==> src/hdl/pdf_pkg.sv <==
// Shared types and constants for the PDM decimating FIR core.
// Field widths, request codes and the MAC control struct; no dependencies.
`timescale 1ns / 1ps

package pdf_pkg;

  localparam int SAMPLE_W = 16;
  localparam int COEF_W   = 16;
  localparam int PCM_W    = 38;
  localparam int DEC_W    = 7;
  localparam int PHASE_W  = 6;

  localparam logic [DEC_W-1:0] DEC_MAX   = 7'd64;
  localparam logic [DEC_W-1:0] DEC_RESET = 7'd8;

  // Request kinds carried in the input tuser
  localparam logic REQ_SAMPLE = 1'b0;
  localparam logic REQ_COEF   = 1'b1;

  // Control that travels with each multiply-accumulate operand pair
  typedef struct packed {
    logic valid;
    logic first;
    logic last;
  } mac_ctl_t;

endpackage

==> src/hdl/pdf_mac.sv <==
// Multiply-accumulate datapath: registered 16x16 product, then a 38-bit wrapping sum.
// Depends on pdf_pkg for widths and the mac_ctl_t control struct.
`timescale 1ns / 1ps

module pdf_mac (
  input  logic                                clk,
  input  logic                                rst,
  input  pdf_pkg::mac_ctl_t                   ctl,
  input  logic signed [pdf_pkg::SAMPLE_W-1:0] smp,
  input  logic signed [pdf_pkg::COEF_W-1:0]   coef,
  output logic                                done,
  output logic signed [pdf_pkg::PCM_W-1:0]    sum
);

  localparam int PROD_W = pdf_pkg::SAMPLE_W + pdf_pkg::COEF_W;

  pdf_pkg::mac_ctl_t        ctl_p;
  logic signed [PROD_W-1:0] prod;

  // Register the product and its control
  always_ff @(posedge clk) begin
    if (rst) begin
      ctl_p <= '0;
    end else begin
      ctl_p <= ctl;
    end
    prod <= smp * coef;
  end

  // Accumulate; the first term restarts the sum
  always_ff @(posedge clk) begin
    if (rst) begin
      done <= 1'b0;
    end else begin
      done <= ctl_p.valid && ctl_p.last;
    end
    if (ctl_p.valid) begin
      if (ctl_p.first) begin
        sum <= pdf_pkg::PCM_W'(prod);
      end else begin
        sum <= sum + pdf_pkg::PCM_W'(prod);
      end
    end
  end

endmodule

==> config.mk <==
export PLATFORM = sky130hd
export DESIGN_NAME = pdf_mac
export DESIGN_NICKNAME = d
export VERILOG_FILES = /design/src/hdl/pdf_pkg.sv /design/src/hdl/pdf_mac.sv
export SDC_FILE = /design/constraint.sdc
export NUM_CORES = 1
export LEC_CHECK = 0
export ABC_AREA = 1
export BUFFER_PORTS_ARGS = -buffer_cell sky130_fd_sc_hd__buf_2
export CORE_MARGIN = 2
export CORE_UTILIZATION = 57
export CTS_CLUSTER_DIAMETER = 200
export DETAILED_ROUTE_END_ITERATION = 6
export HOLD_SLACK_MARGIN = 0.02
export PLACE_DENSITY_LB_ADDON = 0.08
export SLEW_MARGIN = 30
export SYNTH_ARGS = -nofsm -noshare
export SYNTH_HDL_FRONTEND = slang
export SYNTH_SLANG_ARGS = --single-unit
==> constraint.sdc <==
create_clock -name clk -period 6.2 [get_ports clk]
set_clock_uncertainty 0.05 [all_clocks]
set_input_delay 0.62 -clock clk [delete_from_list [all_inputs] [get_ports clk]]
set_output_delay 0.62 -clock clk [all_outputs]
set_load 0.03 [all_outputs]
==> out/qor.txt, run 1 <==
final hold viol count: 0
main combinational cell family by area after synthesis: adder cells
placer's final routability congestion estimate: 0.968
max_cap viols: 0
Async SR Flop Fraction: 0%
clk slew on worst S/H paths: 0.06 ns
number of synthesized flops with an enable pin: 38
# IOs: 76
status: completed
final cell utilization of the core: 61.7%
Post-synth top cells: nand2_1 (650), inv_1 (564), fa_1 (263)
routed len/inst: 16.2 um
full die area: 28900 sq um
Synth Area in XOR/XNOR: 2.07%
Core ar.: 27000 sq um
Die W: 170 um
H-tree depth: 3
vias per inst: 5.16
chip height: 170 um
Net Count, Synth: 2568
minimum clock period: 5.85 ns
mux contribution to synthesized area: 0%
CTS root buf: clkbuf_16
Setup crit end kind: register
sequential fraction of the synthesis area: 11.9%
Critical Path RT: 6.38 ns
Worst slew margin: 62.3%
Cell variety after synth: 38
top-count cell post-synth: nand2_1
grt ovf: 0
Adder-Cell Fraction of Synth Area: 43.1%
cell count after synthesis: 2149
initial antenna violation count: 0
TritonRoute pass-1 iters: 5
Pins Over Slew Limit: 0
Layout Cells excl Fill: 2531
fin nets: 2604
compound-gate portion of the synthesized area: 4.53%
vias: 13000
worst-case clock buffer depth: 2
cts hold-fix bufs: 0
diode count: 0
fin worst setup slack: 0.349 ns
postcts setup bufs: 0
CTS tree: built
total track usage: 29.9%
actual slew at the worst max-slew pin: 0.566 ns
synthesized area per cell: 7.30 sq um
period utilization: 94.4%
startpoint types: input port
initial core utilization: 58.2%
Max Clk Rate: 0.171 GHz
Synth Area in Simple Gates: 23.3%
critical path peak fanout: 16
worst setup path category: in -> reg
Antenna Nets Post-Route: 0
area grow syn2layout: 6.11%
FF+latch count, synth: 74
final setup fails: 0
# rows: 60
share of Yosys cell area claimed by the top area cell type: 33.6%
area of the multi-input gates: 11400 sq um
yosys warns: 0
largest net degree at the start of global routing: 41
CTS Sinks: 74
input/output buffers: 75
Worst-Skew Late Latency: 0.35 ns
Mapped Area: 15700 sq um
Total Wirelength: 40900 um
Setup TNS Final: 0 ns
leading area contributor after synthesis: fa_1
ys flop type: edfxtp_1
main area contributors after synthesis: fa_1 (34%), nand2_1 (16%), inv_1 (14%), ha_1 (9.5%), edfxtp_1 (7.3%)
dpl hpwl: 35300 um
placed cells: 2515
Tightest Hold Check Type: reg -> reg
post_cts resized: 0
first-iteration detailed-routing DRC count: 794
CTS Buf Count: 9
DRC Markers: 0
register area: 1870 sq um
RSZ-0062 raised after global routing: no
number of fill cells in the layout: 2579
vias in the first global route: 13600
critical path arrival: 6.03 ns
share of cells above drive strength 1: 6.39%
pre-CTS setup slack: 0.00826 ns
first-pass GRT wire length: 67600 um
[logic make-up after synthesis]
group,count (synthesis)
AOI/OAI and AO/OA,123
xor gates and xnor gates,37
adders and majority gates,382
buffers and inverters,632
DFF,74
and+or+nand+nor,901
[sequential cells by signal, summed over array words and instances (netlist names)]
signal	cells
done	1
prod	32
ctl_p	3
sum	38
[per-layer routing]
metal / track usage (%) / up-vias / wire length (um)
li1: - / 6346 / -
met1: 37.5 / 6211 / 17200
met2: 52.8 / 396 / 20000
met3: 2.47 / 95 / 1930
met4: 13.6 / 0 / 1860
met5: 0 / - / 0
[worst paths after layout]
kind / start / depth (start not counted) / slack [ns] / end
setup / recovery: coef[5] / 17 / 0.35 / prod[23]
hold reg to reg: ctl_p[0] / 2 / 0.37 / done
hold / removal: ctl_p[0] / 2 / 0.37 / done
setup reg to reg: prod[0] / 15 / 3.44 / sum[32]
[layout make-up]
type,instances,share of cell area [%]
clock buffer,9,1.35
clock inverter,7,0.384
inverter,566,12.8
multi-input combinational,1443,68.7
sequential,74,11.2
tap,341,2.56
timing repair buffer,91,2.98
[metrics by stage]
| stage | area (sq um) | hold WS [ns] |
|---|---|---|
| floorplan | 15700 | 0.345 |
| global route | 16600 | 0.388 |
| global placement | 16300 | 0.348 |
| finish | 16600 | 0.367 |
| CTS | 16600 | 0.371 |
| detailed placement | 16300 | 0.360 |
[cells in the final DEF (no fill, tap or decap), drive strengths merged]
cell type and instances:
a21o 5, o21ai 31, dfxtp 36, nand3 78, nand4 16, o211ai 3, xor2 21, a31oi 4
a21boi 2, nand3b 8, a21oi 64, clkbuf 9, inv 573, fa 263, nor3 11, nand2b 1
ha 119, nor2 119, a211oi 1, o21bai 13, buf 91, xnor2 16, edfxtp 38, or2 15
nand2 653
[critical path: stages]
cell and delay [ns]:
buf_2 0.32, nand2_1 0.17, fa_1 0.53, inv_1 0.07, fa_1 0.70, fa_1 0.50, fa_1 0.51, fa_1 0.49
inv_1 0.05, fa_1 0.47, inv_1 0.04, ha_1 0.32, a21oi_1 0.22, o21ai_0 0.19, a21oi_1 0.37, nand3_1 0.23
xor2_1 0.18
Power of run 1 is left out: the tool's default activity adds up to more than one toggle a clock period on the data nets, which glitch-free logic cannot reach.
==> inputs of run 2 (changes only) <==
Settings changed: PLACE_DENSITY set to 0.78, PLACE_DENSITY_LB_ADDON 0.08 to not set.
==> run 2 against run 1 <==
Fmax increased by 0.51%. Critical path type unchanged. Flip-flop and latch count unchanged. Sequential share of layout area about the same. Via count increased by 1.7%. Cell area about the same. Non-clock buffer count decreased by 1.
==> out/qor.txt, run 2 (synthesized netlist as in run 1, its figures left out) <==
status: completed (unchanged)
slowest stage delay, CP: 0.74 ns (was 0.70 ns)
clk slew on worst S/H paths: 0.06 ns (about the same)
pre-CTS setup slack: 0.0479 ns (was 0.00826 ns)
initial antenna violation count: 0 (unchanged)
minimum clock period: 5.82 ns (was 5.85 ns)
CTS tree: built (unchanged)
fin worst setup slack: 0.379 ns (was 0.349 ns)
Critical path buffers and inverters: 5 (was 4)
final cell utilization of the core: 61.7% (about the same)
max_cap viols: 0 (unchanged)
critical path arrival: 6.02 ns (was 6.03 ns)
final hold viol count: 0 (unchanged)
crit-path leading delay family: adder cells (unchanged)
share of cells above drive strength 1: 6.35% (was 6.39%)
vias: 13300 (was 13000)
full die area: 28900 sq um (unchanged)
Critical Path RT: 6.40 ns (was 6.38 ns)
Setup crit end kind: register (unchanged)
Worst-Skew Late Latency: 0.35 ns (about the same)
Antenna Nets Post-Route: 0 (unchanged)
CTS root buf: clkbuf_16 (unchanged)
# IOs: 76 (unchanged)
biggest regs: sum x38, prod x32, ctl_p x3 (unchanged)
Tightest Hold Check Type: reg -> reg (unchanged)
input/output buffers: 75 (unchanged)
Worst slew margin: 55.7% (was 62.3%)
area grow syn2layout: 6.06% (was 6.11%)
Pins Over Slew Limit: 0 (unchanged)
DRC Markers: 0 (unchanged)
fin area: 16600 sq um (about the same)
routed len/inst: 16.0 um (was 16.2 um)
actual slew at the worst max-slew pin: 0.664 ns (was 0.566 ns)
Top cell by count, worst path: fa_1 (unchanged)
chip height: 170 um (unchanged)
largest net degree at the start of global routing: 41 (unchanged)
Core ar.: 27000 sq um (unchanged)
total track usage: 29.8% (was 29.9%)
startpoint types: input port (unchanged)
Die W: 170 um (unchanged)
# rows: 60 (unchanged)
placer's final routability congestion estimate: 0.990 (was 0.968)
CP Cell Sequence: buf_2 > nand2_1 > fa_1 > inv_1 > fa_1 > inv_1 > fa_1 > fa_1 > fa_1 > fa_1 > inv_1 > ha_1 > nand2_1 > inv_1 > nand3_1 > nor3_1 > nor2_1 > nand3_1 > nand2_1 (was buf_2 > nand2_1 > fa_1 > inv_1 > fa_1 > fa_1 > fa_1 > fa_1 > inv_1 > fa_1 > inv_1 > ha_1 > a21oi_1 > o21ai_0 > a21oi_1 > nand3_1 > xor2_1)
Total Wirelength: 40400 um (was 40900 um)
fin nets: 2603 (was 2604)
Setup TNS Final: 0 ns (unchanged)
CTS Buf Count: 9 (unchanged)
final setup fails: 0 (unchanged)
vias in the first global route: 14000 (was 13600)
postcts setup bufs: 0 (unchanged)
number of flip-flops under the largest register name: 38 (unchanged)
TritonRoute pass-1 iters: 6 (was 5)
first-iteration detailed-routing DRC count: 966 (was 794)
dpl hpwl: 34800 um (was 35300 um)
grt ovf: 0 (unchanged)
diode count: 0 (unchanged)
initial core utilization: 58.2% (unchanged)
most common cell after layout, fill and taps aside: nand2_1 (unchanged)
slowest cell on the critical path: fa_1 (unchanged)
post_cts resized: 0 (unchanged)
CTS Sinks: 74 (unchanged)
RSZ-0062 raised after global routing: no (unchanged)
commonest cells after routing, fill and taps aside: nand2_1 (650), inv_1 (563), fa_1 (263), ha_1 (119), nor2_1 (114) (was nand2_1 (650), inv_1 (564), fa_1 (263), ha_1 (119), nor2_1 (114))
Max Clk Rate: 0.172 GHz (was 0.171 GHz)
worst-case clock buffer depth: 2 (unchanged)
DP Area: 16300 sq um (about the same)
vias per inst: 5.25 (was 5.16)
worst setup path category: in -> reg (unchanged)
critical path peak fanout: 16 (unchanged)
H-tree depth: 3 (unchanged)
cts hold-fix bufs: 0 (unchanged)
Largest Register: sum (unchanged)
period utilization: 93.9% (was 94.4%)
first-pass GRT wire length: 67800 um (was 67600 um)
==> run 2: worst register-to-register path: stages, from the launching register on <==
cell      delay (ns)
edfxtp_1        0.35
ha_1            0.28
inv_1           0.08
fa_1            0.37
inv_1           0.19
nand3_1         0.12
nand3_2         0.17
nand2_1         0.09
nand2_2         0.11
nand3_1         0.09
nand2_1         0.17
nand2_1         0.15
nand2_1         0.10
nand2_1         0.05
nand3_1         0.06
nand2_1         0.06
==> run 2: per-stage QoR <==
| step | cells | hold WS (ns) |
|---|---|---|
| finish | 2530 | 0.373 |
| global route | 2530 | 0.396 |
| CTS | 2530 | 0.381 |
| detailed placement | 2514 | 0.369 |
| global placement | 2514 | 0.352 |
| floorplan | 2149 | 0.345 |
==> run 2: worst paths after layout <==
path,endpoint,slack [ns],depth (start not counted),from
setup / recovery,prod[30],0.38,19,coef[4]
hold / removal,done,0.37,2,ctl_p[0]
setup reg to reg,sum[24],3.46,15,sum[0]
hold reg to reg,done,0.37,2,ctl_p[0]
==> run 2: per-layer routing <==
metal / global-route usage, % / wire (um) / vias up
li1: - / - / 6340
met1: 38.0 / 17100 / 6404
met2: 52.9 / 19700 / 450
met3: 4.09 / 2470 / 80
met4: 8.84 / 1070 / 0
met5: 0 / 0 / -
==> run 2: layout make-up <==
cell class | count | area (sq um)
fill | 2433 | 10300
inverter | 566 | 2120
multi-input combinational | 1443 | 11400
clock inverter | 5 | 33.8
clock buffer | 11 | 254
tap | 341 | 427
sequential | 74 | 1870
timing repair buffer | 90 | 488
Power of run 2 is left out for the same reason.
